**src/rtl/suk_pkg.sv**
```systemverilog
// Shared types, constants and helpers for the sorted unique key table.
package suk_pkg;

  localparam int Depth = 32;
  localparam int IdxW  = (Depth > 1) ? $clog2(Depth) : 1;
  localparam int CntW  = $clog2(Depth + 1);
  localparam int KeyW  = 14;
  localparam int PayW  = 31;
  localparam int StatW = 3;
  localparam int PosW  = 5;

  localparam logic [KeyW-1:0] KeyMax  = KeyW'(9999);
  localparam logic [KeyW-1:0] KeyNone = '0;

  localparam logic ReqInsert = 1'b0;
  localparam logic ReqList   = 1'b1;

  typedef enum logic [StatW-1:0] {
    ST_INSERTED  = 3'd0,
    ST_DUPLICATE = 3'd1,
    ST_FULL      = 3'd2,
    ST_BADKEY    = 3'd3,
    ST_LISTED    = 3'd4,
    ST_EMPTY     = 3'd5
  } status_e;

  typedef struct packed {
    logic            ins;
    logic [KeyW-1:0] key;
    logic [PayW-1:0] pay;
  } cell_ctrl_t;

  function automatic logic [IdxW-1:0] onehot_idx(input logic [Depth-1:0] vec);
    logic [IdxW-1:0] idx;
    idx = '0;
    for (int i = 0; i < Depth; i++) begin
      if (vec[i]) begin
        idx = idx | IdxW'(i);
      end
    end
    return idx;
  endfunction

endpackage

```
**src/rtl/suk_cell.sv**
```systemverilog
// One table slot: compares against the request key and shifts up on insert.
module suk_cell (
  input  logic                    clk_i,
  input  logic                    rst_ni,
  input  suk_pkg::cell_ctrl_t     ctrl_i,
  input  logic                    left_lt_i,
  input  logic [suk_pkg::KeyW-1:0] left_key_i,
  input  logic [suk_pkg::PayW-1:0] left_pay_i,
  output logic [suk_pkg::KeyW-1:0] key_o,
  output logic [suk_pkg::PayW-1:0] pay_o,
  output logic                    lt_o,
  output logic                    eq_o
);

  logic [suk_pkg::KeyW-1:0] key_q, key_d;
  logic [suk_pkg::PayW-1:0] pay_q, pay_d;
  logic                     upd;

  assign lt_o = (key_q != suk_pkg::KeyNone) && (key_q < ctrl_i.key);
  assign eq_o = (key_q != suk_pkg::KeyNone) && (key_q == ctrl_i.key);
  assign upd  = ctrl_i.ins && !lt_o;

  always_comb begin
    key_d = key_q;
    pay_d = pay_q;
    if (upd) begin
      if (left_lt_i) begin
        key_d = ctrl_i.key;
        pay_d = ctrl_i.pay;
      end else begin
        key_d = left_key_i;
        pay_d = left_pay_i;
      end
    end
  end

  always_ff @(posedge clk_i or negedge rst_ni) begin
    if (!rst_ni) begin
      key_q <= suk_pkg::KeyNone;
    end else begin
      key_q <= key_d;
    end
  end

  always_ff @(posedge clk_i) begin
    pay_q <= pay_d;
  end

  assign key_o = key_q;
  assign pay_o = pay_q;

endmodule

```
**src/rtl/sorted_unique_key_table.sv**
```systemverilog
// Top level: request register, cell chain, list sequencer and result register.
// Insert: accepted into the request register, then checked and placed in the execute state.
// List of N entries: accepted, started in the execute state, then one entry per cycle while the output is not stalled.
// Results are held in the result register; stall holds them.
// Reset clears all keys, the entry count, the sequencer and the result valid.
// Stored payload words are not reset; only written slots are ever read.
module sorted_unique_key_table (
  input  logic                       clk_i,
  input  logic                       rst_ni,
  input  logic                       in_valid_i,
  output logic                       in_stall_o,
  input  logic                       req_type_i,
  input  logic [suk_pkg::KeyW-1:0]   key_i,
  input  logic [suk_pkg::PayW-1:0]   payload_i,
  output logic                       out_valid_o,
  input  logic                       out_stall_i,
  output logic [suk_pkg::StatW-1:0]  status_o,
  output logic [suk_pkg::KeyW-1:0]   entry_key_o,
  output logic [suk_pkg::PayW-1:0]   entry_payload_o,
  output logic [suk_pkg::PosW-1:0]   position_o,
  output logic                       last_o
);

  typedef enum logic [2:0] {
    S_IDLE = 3'b001,
    S_EXEC = 3'b010,
    S_LIST = 3'b100
  } state_e;

  state_e state_q, state_d;

  logic                     req_type_q;
  logic [suk_pkg::KeyW-1:0] req_key_q;
  logic [suk_pkg::PayW-1:0] req_pay_q;

  logic [suk_pkg::CntW-1:0] count_q, count_d;
  logic [suk_pkg::IdxW-1:0] list_idx_q, list_idx_d;

  logic                      out_valid_q, out_valid_d;
  suk_pkg::status_e          status_q, status_d;
  logic [suk_pkg::KeyW-1:0]  okey_q, okey_d;
  logic [suk_pkg::PayW-1:0]  opay_q, opay_d;
  logic [suk_pkg::PosW-1:0]  pos_q, pos_d;
  logic                      last_q, last_d;

  logic [suk_pkg::Depth-1:0][suk_pkg::KeyW-1:0] cell_key;
  logic [suk_pkg::Depth-1:0][suk_pkg::PayW-1:0] cell_pay;
  logic [suk_pkg::Depth-1:0]                    cell_lt;
  logic [suk_pkg::Depth-1:0]                    cell_eq;
  logic [suk_pkg::Depth-1:0]                    boundary;
  suk_pkg::cell_ctrl_t                          ctrl;

  logic accept, out_free, emit, bad_key, dup, full, do_ins, list_last;

  assign in_stall_o = (state_q != S_IDLE);
  assign accept     = in_valid_i && !in_stall_o;
  assign out_free   = !out_valid_q || !out_stall_i;

  assign bad_key = (req_key_q == suk_pkg::KeyNone) || (req_key_q > suk_pkg::KeyMax);
  assign dup     = |cell_eq;
  assign full    = (count_q == suk_pkg::CntW'(suk_pkg::Depth));
  assign do_ins  = (state_q == S_EXEC) && out_free && (req_type_q == suk_pkg::ReqInsert)
                   && !bad_key && !dup && !full;

  assign ctrl.ins = do_ins;
  assign ctrl.key = req_key_q;
  assign ctrl.pay = req_pay_q;

  for (genvar g = 0; g < suk_pkg::Depth; g++) begin : g_cell
    if (g == 0) begin : g_head
      assign boundary[g] = !cell_lt[g];
      suk_cell u_cell (
        .clk_i      (clk_i),
        .rst_ni     (rst_ni),
        .ctrl_i     (ctrl),
        .left_lt_i  (1'b1),
        .left_key_i (suk_pkg::KeyNone),
        .left_pay_i ('0),
        .key_o      (cell_key[g]),
        .pay_o      (cell_pay[g]),
        .lt_o       (cell_lt[g]),
        .eq_o       (cell_eq[g])
      );
    end else begin : g_body
      assign boundary[g] = !cell_lt[g] && cell_lt[g-1];
      suk_cell u_cell (
        .clk_i      (clk_i),
        .rst_ni     (rst_ni),
        .ctrl_i     (ctrl),
        .left_lt_i  (cell_lt[g-1]),
        .left_key_i (cell_key[g-1]),
        .left_pay_i (cell_pay[g-1]),
        .key_o      (cell_key[g]),
        .pay_o      (cell_pay[g]),
        .lt_o       (cell_lt[g]),
        .eq_o       (cell_eq[g])
      );
    end
  end

  assign list_last = ((suk_pkg::CntW'(list_idx_q) + suk_pkg::CntW'(1)) == count_q);

  always_comb begin
    state_d     = state_q;
    count_d     = count_q;
    list_idx_d  = list_idx_q;
    emit        = 1'b0;
    status_d    = status_q;
    okey_d      = okey_q;
    opay_d      = opay_q;
    pos_d       = pos_q;
    last_d      = last_q;
    case (state_q)
      S_IDLE: begin
        if (accept) begin
          state_d = S_EXEC;
        end
      end
      S_EXEC: begin
        if (out_free) begin
          emit   = 1'b1;
          okey_d = req_key_q;
          opay_d = '0;
          pos_d  = '0;
          last_d = 1'b1;
          if (req_type_q == suk_pkg::ReqList) begin
            if (count_q == '0) begin
              status_d = suk_pkg::ST_EMPTY;
              okey_d   = suk_pkg::KeyNone;
              state_d  = S_IDLE;
            end else begin
              emit       = 1'b0;
              list_idx_d = '0;
              state_d    = S_LIST;
            end
          end else begin
            state_d = S_IDLE;
            if (bad_key) begin
              status_d = suk_pkg::ST_BADKEY;
              okey_d   = suk_pkg::KeyNone;
            end else if (dup) begin
              status_d = suk_pkg::ST_DUPLICATE;
              pos_d    = suk_pkg::PosW'(suk_pkg::onehot_idx(cell_eq));
            end else if (full) begin
              status_d = suk_pkg::ST_FULL;
            end else begin
              status_d = suk_pkg::ST_INSERTED;
              pos_d    = suk_pkg::PosW'(suk_pkg::onehot_idx(boundary));
              count_d  = count_q + suk_pkg::CntW'(1);
            end
          end
        end
      end
      S_LIST: begin
        if (out_free) begin
          emit       = 1'b1;
          status_d   = suk_pkg::ST_LISTED;
          okey_d     = cell_key[list_idx_q];
          opay_d     = cell_pay[list_idx_q];
          pos_d      = suk_pkg::PosW'(list_idx_q);
          last_d     = list_last;
          list_idx_d = list_idx_q + suk_pkg::IdxW'(1);
          if (list_last) begin
            state_d = S_IDLE;
          end
        end
      end
      default: begin
        state_d = S_IDLE;
      end
    endcase
  end

  always_comb begin
    if (emit) begin
      out_valid_d = 1'b1;
    end else if (!out_stall_i) begin
      out_valid_d = 1'b0;
    end else begin
      out_valid_d = out_valid_q;
    end
  end

  always_ff @(posedge clk_i or negedge rst_ni) begin
    if (!rst_ni) begin
      state_q     <= S_IDLE;
      count_q     <= '0;
      list_idx_q  <= '0;
      out_valid_q <= 1'b0;
    end else begin
      state_q     <= state_d;
      count_q     <= count_d;
      list_idx_q  <= list_idx_d;
      out_valid_q <= out_valid_d;
    end
  end

  always_ff @(posedge clk_i) begin
    if (accept) begin
      req_type_q <= req_type_i;
      req_key_q  <= key_i;
      req_pay_q  <= payload_i;
    end
    status_q <= status_d;
    okey_q   <= okey_d;
    opay_q   <= opay_d;
    pos_q    <= pos_d;
    last_q   <= last_d;
  end

  assign out_valid_o     = out_valid_q;
  assign status_o        = status_q;
  assign entry_key_o     = okey_q;
  assign entry_payload_o = opay_q;
  assign position_o      = pos_q;
  assign last_o          = last_q;

`ifndef SYNTHESIS
  a_count_bound: assert property (@(posedge clk_i) disable iff (!rst_ni)
    count_q <= suk_pkg::CntW'(suk_pkg::Depth))
    else $error("entry count exceeds table depth");

  a_keys_unique: assert property (@(posedge clk_i) disable iff (!rst_ni)
    (state_q == S_EXEC) |-> $onehot0(cell_eq))
    else $error("key matches more than one slot");

  a_list_nonempty: assert property (@(posedge clk_i) disable iff (!rst_ni)
    (state_q == S_LIST) |-> (count_q != '0))
    else $error("list sequencer running on empty table");

  a_insert_count: assert property (@(posedge clk_i) disable iff (!rst_ni)
    do_ins |=> (count_q == $past(count_q) + suk_pkg::CntW'(1)))
    else $error("entry count did not advance on insert");
`endif

endmodule
```
**config.mk**
```make
export PLATFORM = sky130hd
export DESIGN_NAME = sorted_unique_key_table
export DESIGN_NICKNAME = d
export VERILOG_FILES = /design/src/rtl/suk_pkg.sv /design/src/rtl/suk_cell.sv /design/src/rtl/sorted_unique_key_table.sv
export SDC_FILE = /design/constraint.sdc
export NUM_CORES = 2
export LEC_CHECK = 0
export BUFFER_PORTS_ARGS = -buffer_cell sky130_fd_sc_hd__buf_4
export CAP_MARGIN = 10
export CORE_ASPECT_RATIO = 1.5
export CORE_MARGIN = 3
export CORE_UTILIZATION = 55
export DETAILED_ROUTE_END_ITERATION = 7
export PLACE_DENSITY = 0.82
export SKIP_CTS_REPAIR_TIMING = 1
export SYNTH_ARGS = -nofsm -noshare
export SYNTH_HDL_FRONTEND = slang
export SYNTH_SLANG_ARGS = --single-unit
export TNS_END_PERCENT = 20
```
**constraint.sdc**
```tcl
create_clock -name clk_i -period 5.4 [get_ports clk_i]
set_input_delay 0.54 -clock clk_i [delete_from_list [all_inputs] [get_ports clk_i]]
set_output_delay 0.54 -clock clk_i [all_outputs]
set_load 0.02 [all_outputs]
```
==> flow_summary.ini <==
[cells_and_area]
layout.cells.most_common_list = sky130_fd_sc_hd__mux2_2 (1,472), sky130_fd_sc_hd__edfxtp_1 (1,092), sky130_fd_sc_hd__dfrtp_1 (458)
number_of_filler_cells_placed_in_the_layout = 12200
multi_input_logic_area_um2 = 44800
area.growth.synth_to_final_pct = 9.77
layout-drive-gt1-share = 0.355
finalNonFillerCells = 9244
layout_commonest_cell = sky130_fd_sc_hd__mux2_2
sequential_cell_area_um2 = 44400
fin_nets = 7410
design_area_um2 = 101000

[clock_tree]
tritoncts_num_sinks = 1555
cts_made_buffers = 153
cts_tree = built
max-clock-path-buffers = 3
clk_root_buffer_cell = sky130_fd_sc_hd__clkbuf_16
cts-htree-levels = 4
worstSkewPairLatency_ns = 0.84
cts.reportedPaths.clkPinSlew_ns = 0.07

[placement]
dpl.hpwl_um = 199000
numPortBuffers = 105
finalWeightedCongestion = 1.03
placed_cells = 8912
placement.cell_area_um2 = 95300

[timing]
timing_max_transition_violations_final = 0
worst_pin_slew_ns = 1.27
post_route_clock_skew_ns = 0.0340
timing.setup.tns_ns = 0
grt_setup_unrepaired = no
timing.final.crit_share = 0.942
timing_hold_violations_final = 0
fmaxAchievable_mhz = 197
post-route-min-period_ns = 5.09
slew_headroom = 0.156
setup_violations = 0

[critical_path]
startpoint_type_of_the_worst_setup_path = flop
crit_path_max_fanout = 31
cp.required_ns = 5.85
timing.critical_path.slowest_cell_delay_ns = 0.91
worst-r2r-setup-slack_ns = 0.31
endpoint_kind = flop
criticalPathCategory = reg -> reg
path_cells = inv_2, buf_4, buf_4, ha_1, nand4_1, nor3_1, nand3_1, nand3_1, nor4_4, and4_4, buf_12, nand3_4, inv_2
critical_path.slowest_cell = sky130_fd_sc_hd__inv_2
worst_ep_arrival_time_ns = 5.53

[power]
power.leakage_uw = 0.0387
cellPowerDensity_nw_per_um2 = 305
vdd.ir_drop.worst_mv = 0.324

[floorplanning]
initial_core_util = 0.556
coreArea_um2 = 165000
die_w_um = 339
die_ht_um = 506
io-pin-count = 106
std_cell_rows = 182
die_area_um2 = 172000

[yosys]
synth_sequential_area_ratio = 0.484
number_of_synthesized_flops_with_an_enable_pin = 1092
postSynthNetCount = 7409
synthesized_netlist_cell_count = 6908
synth_top_flop_cell = sky130_fd_sc_hd__edfxtp_1
netlist_area_before_placement_um2 = 91600
asyncSetResetFlopFracSynth = 0.298
yosys_register_bits = 1555
yosys_warnings = 0
syn_avg_cell_area_um2 = 13.3
synthDistinctLibCells = 81

[routing]
totalWireLength_um = 304000
via_count = 65400
firstDrtPassIters = 8
drtIter0Drc = 7858
detail_route.vias_per_cell = 7.07
detail-route-antenna-nets = 0
drt-wirelength-per-cell_um = 32.8
drt_drc_violations_left = 0

[global_route]
vias_in_the_first_global_route = 66900
number_of_antenna_violations_at_the_first_check_in_global_routing = 8
gr-usage-all-layers = 0.349
grt_overflow = 0
grt_max_degree = 120
grt_pass1_wl_um = 445000

[hold_path]
holdCritPathClass = in -> reg

[outcome]
run_status = finished clean

[flow_run]
timing.max_cap.violations = 0
-- stage by stage --
stage               power [µW]  hold WS (ns)   util  setup WS, ns
floorplan                18200         0.244      -         0.659
global placement         20000         0.516  0.579         0.692
detailed placement       20200         0.532  0.579         0.562
CTS                      30600        -0.171  0.608         0.568
global route             31500         0.241  0.611         0.218
finish                   30700         0.219  0.611         0.313
-- kinds of logic after synthesis --
kind of cell | count (synthesis) | share of synthesized area
AO/OA/AOI/OAI | 1047 | 0.0717
buffers and inverters | 636 | 0.0290
adder cells (fa/ha/maj) | 451 | 0.0616
multiplexers | 2166 | 0.291
flip-flops | 1555 | 0.484
XOR/XNOR | 12 | 0.00115
AND/OR/NAND/NOR | 1041 | 0.0607
-- worst paths after layout --
check / from / endpoint / cells past startpoint
hold / removal: in_valid_i / state_q[1] / 4
max in group asynchronous: rst_ni / g_cell[8].g_body.u_cell.key_o[0] / 3
hold reg to reg: g_cell[6].g_body.u_cell.pay_o[0] / g_cell[7].g_body.u_cell.pay_o[0] / 2
min in group asynchronous: rst_ni / g_cell[26].g_body.u_cell.key_o[11] / 2
setup / recovery: req_key_q[10] / g_cell[16].g_body.u_cell.pay_o[29] / 13
setup reg to reg: req_key_q[10] / g_cell[16].g_body.u_cell.pay_o[29] / 13
-- sequential cells by signal (all words and copies together), names as in the netlist --
register                    flops
out_valid_o                     1
state_q                         3
list_idx_q                      5
position_o                      5
req_key_q                      14
g_cell.g_head.u_cell.pay_o     31
entry_payload_o                31
last_o                          1
g_cell.g_body.u_cell.pay_o    961
entry_key_o                    14
g_cell.g_head.u_cell.key_o     14
count_q                         6
status_o                        3
req_pay_q                      31
req_type_q                      1
g_cell.g_body.u_cell.key_o    434
-- where the power goes --
group / internal (µW) / switching, µW / total, µW
logic: 3020 / 3330 / 6350
registers: 13200 / 499 / 13700
clock network: 5680 / 4920 / 10600
total: 21900 / 8750 / 30700
-- critical path, delay by kind of cell, from the launching register on --
family,cells,cell delay (ns)
adder cells (fa/ha/maj),1,0.23
flip-flops,1,0.40
AND/OR/NAND/NOR,7,1.99
buffers and inverters,5,2.00
-- synth_stat cells (24+ instances only) --
library cell,instances,share of area
sky130_fd_sc_hd__a21o_1,27,0.0022
sky130_fd_sc_hd__and4_1,25,0.0024
sky130_fd_sc_hd__edfxtp_1,1092,0.36
sky130_fd_sc_hd__nor2_1,105,0.0043
sky130_fd_sc_hd__nand2b_1,43,0.0029
sky130_fd_sc_hd__buf_2,24,0.0013
sky130_fd_sc_hd__o221ai_1,93,0.0089
sky130_fd_sc_hd__a21oi_1,225,0.012
sky130_fd_sc_hd__buf_6,26,0.0032
sky130_fd_sc_hd__a21boi_0,44,0.0036
sky130_fd_sc_hd__nand2_1,445,0.018
sky130_fd_sc_hd__clkbuf_1,379,0.016
sky130_fd_sc_hd__nor4_1,111,0.0076
sky130_fd_sc_hd__mux2i_1,329,0.036
sky130_fd_sc_hd__a211oi_1,61,0.0050
sky130_fd_sc_hd__o22ai_1,93,0.0064
sky130_fd_sc_hd__a211o_1,51,0.0049
sky130_fd_sc_hd__o31ai_1,43,0.0035
sky130_fd_sc_hd__buf_1,88,0.0036
sky130_fd_sc_hd__nand4_1,113,0.0077
sky130_fd_sc_hd__o21ai_0,338,0.018
sky130_fd_sc_hd__nand3_1,67,0.0037
sky130_fd_sc_hd__ha_1,451,0.062
sky130_fd_sc_hd__inv_1,116,0.0048
sky130_fd_sc_hd__mux2_4,185,0.030
sky130_fd_sc_hd__dfrtp_1,462,0.13
sky130_fd_sc_hd__mux4_2,180,0.044
sky130_fd_sc_hd__mux2_2,1472,0.18
-- per-layer routing --
layer / wire, µm / GRT usage / share of wire / up-vias
li1: - / - / - / 26900
met1: 102000 / 0.400 / 0.34 / 32700
met2: 142000 / 0.559 / 0.47 / 4407
met3: 30300 / 0.0804 / 0.10 / 1419
met4: 29500 / 0.284 / 0.097 / 4
met5: 24 / 0 / 0.000079 / -
-- area by class of cell --
| cell class | instances | share of cell area |
|---|---|---|
| multi-input combinational | 4717 | 0.446 |
| tap | 2208 | 0.0275 |
| timing repair buffer | 366 | 0.0334 |
| clock inverter | 81 | 0.00686 |
| inverter | 116 | 0.00433 |
| sequential | 1555 | 0.441 |
| clock buffer | 192 | 0.0405 |
| antenna | 9 | 0.000224 |
Note: power is estimated with default switching activity, not from simulation.
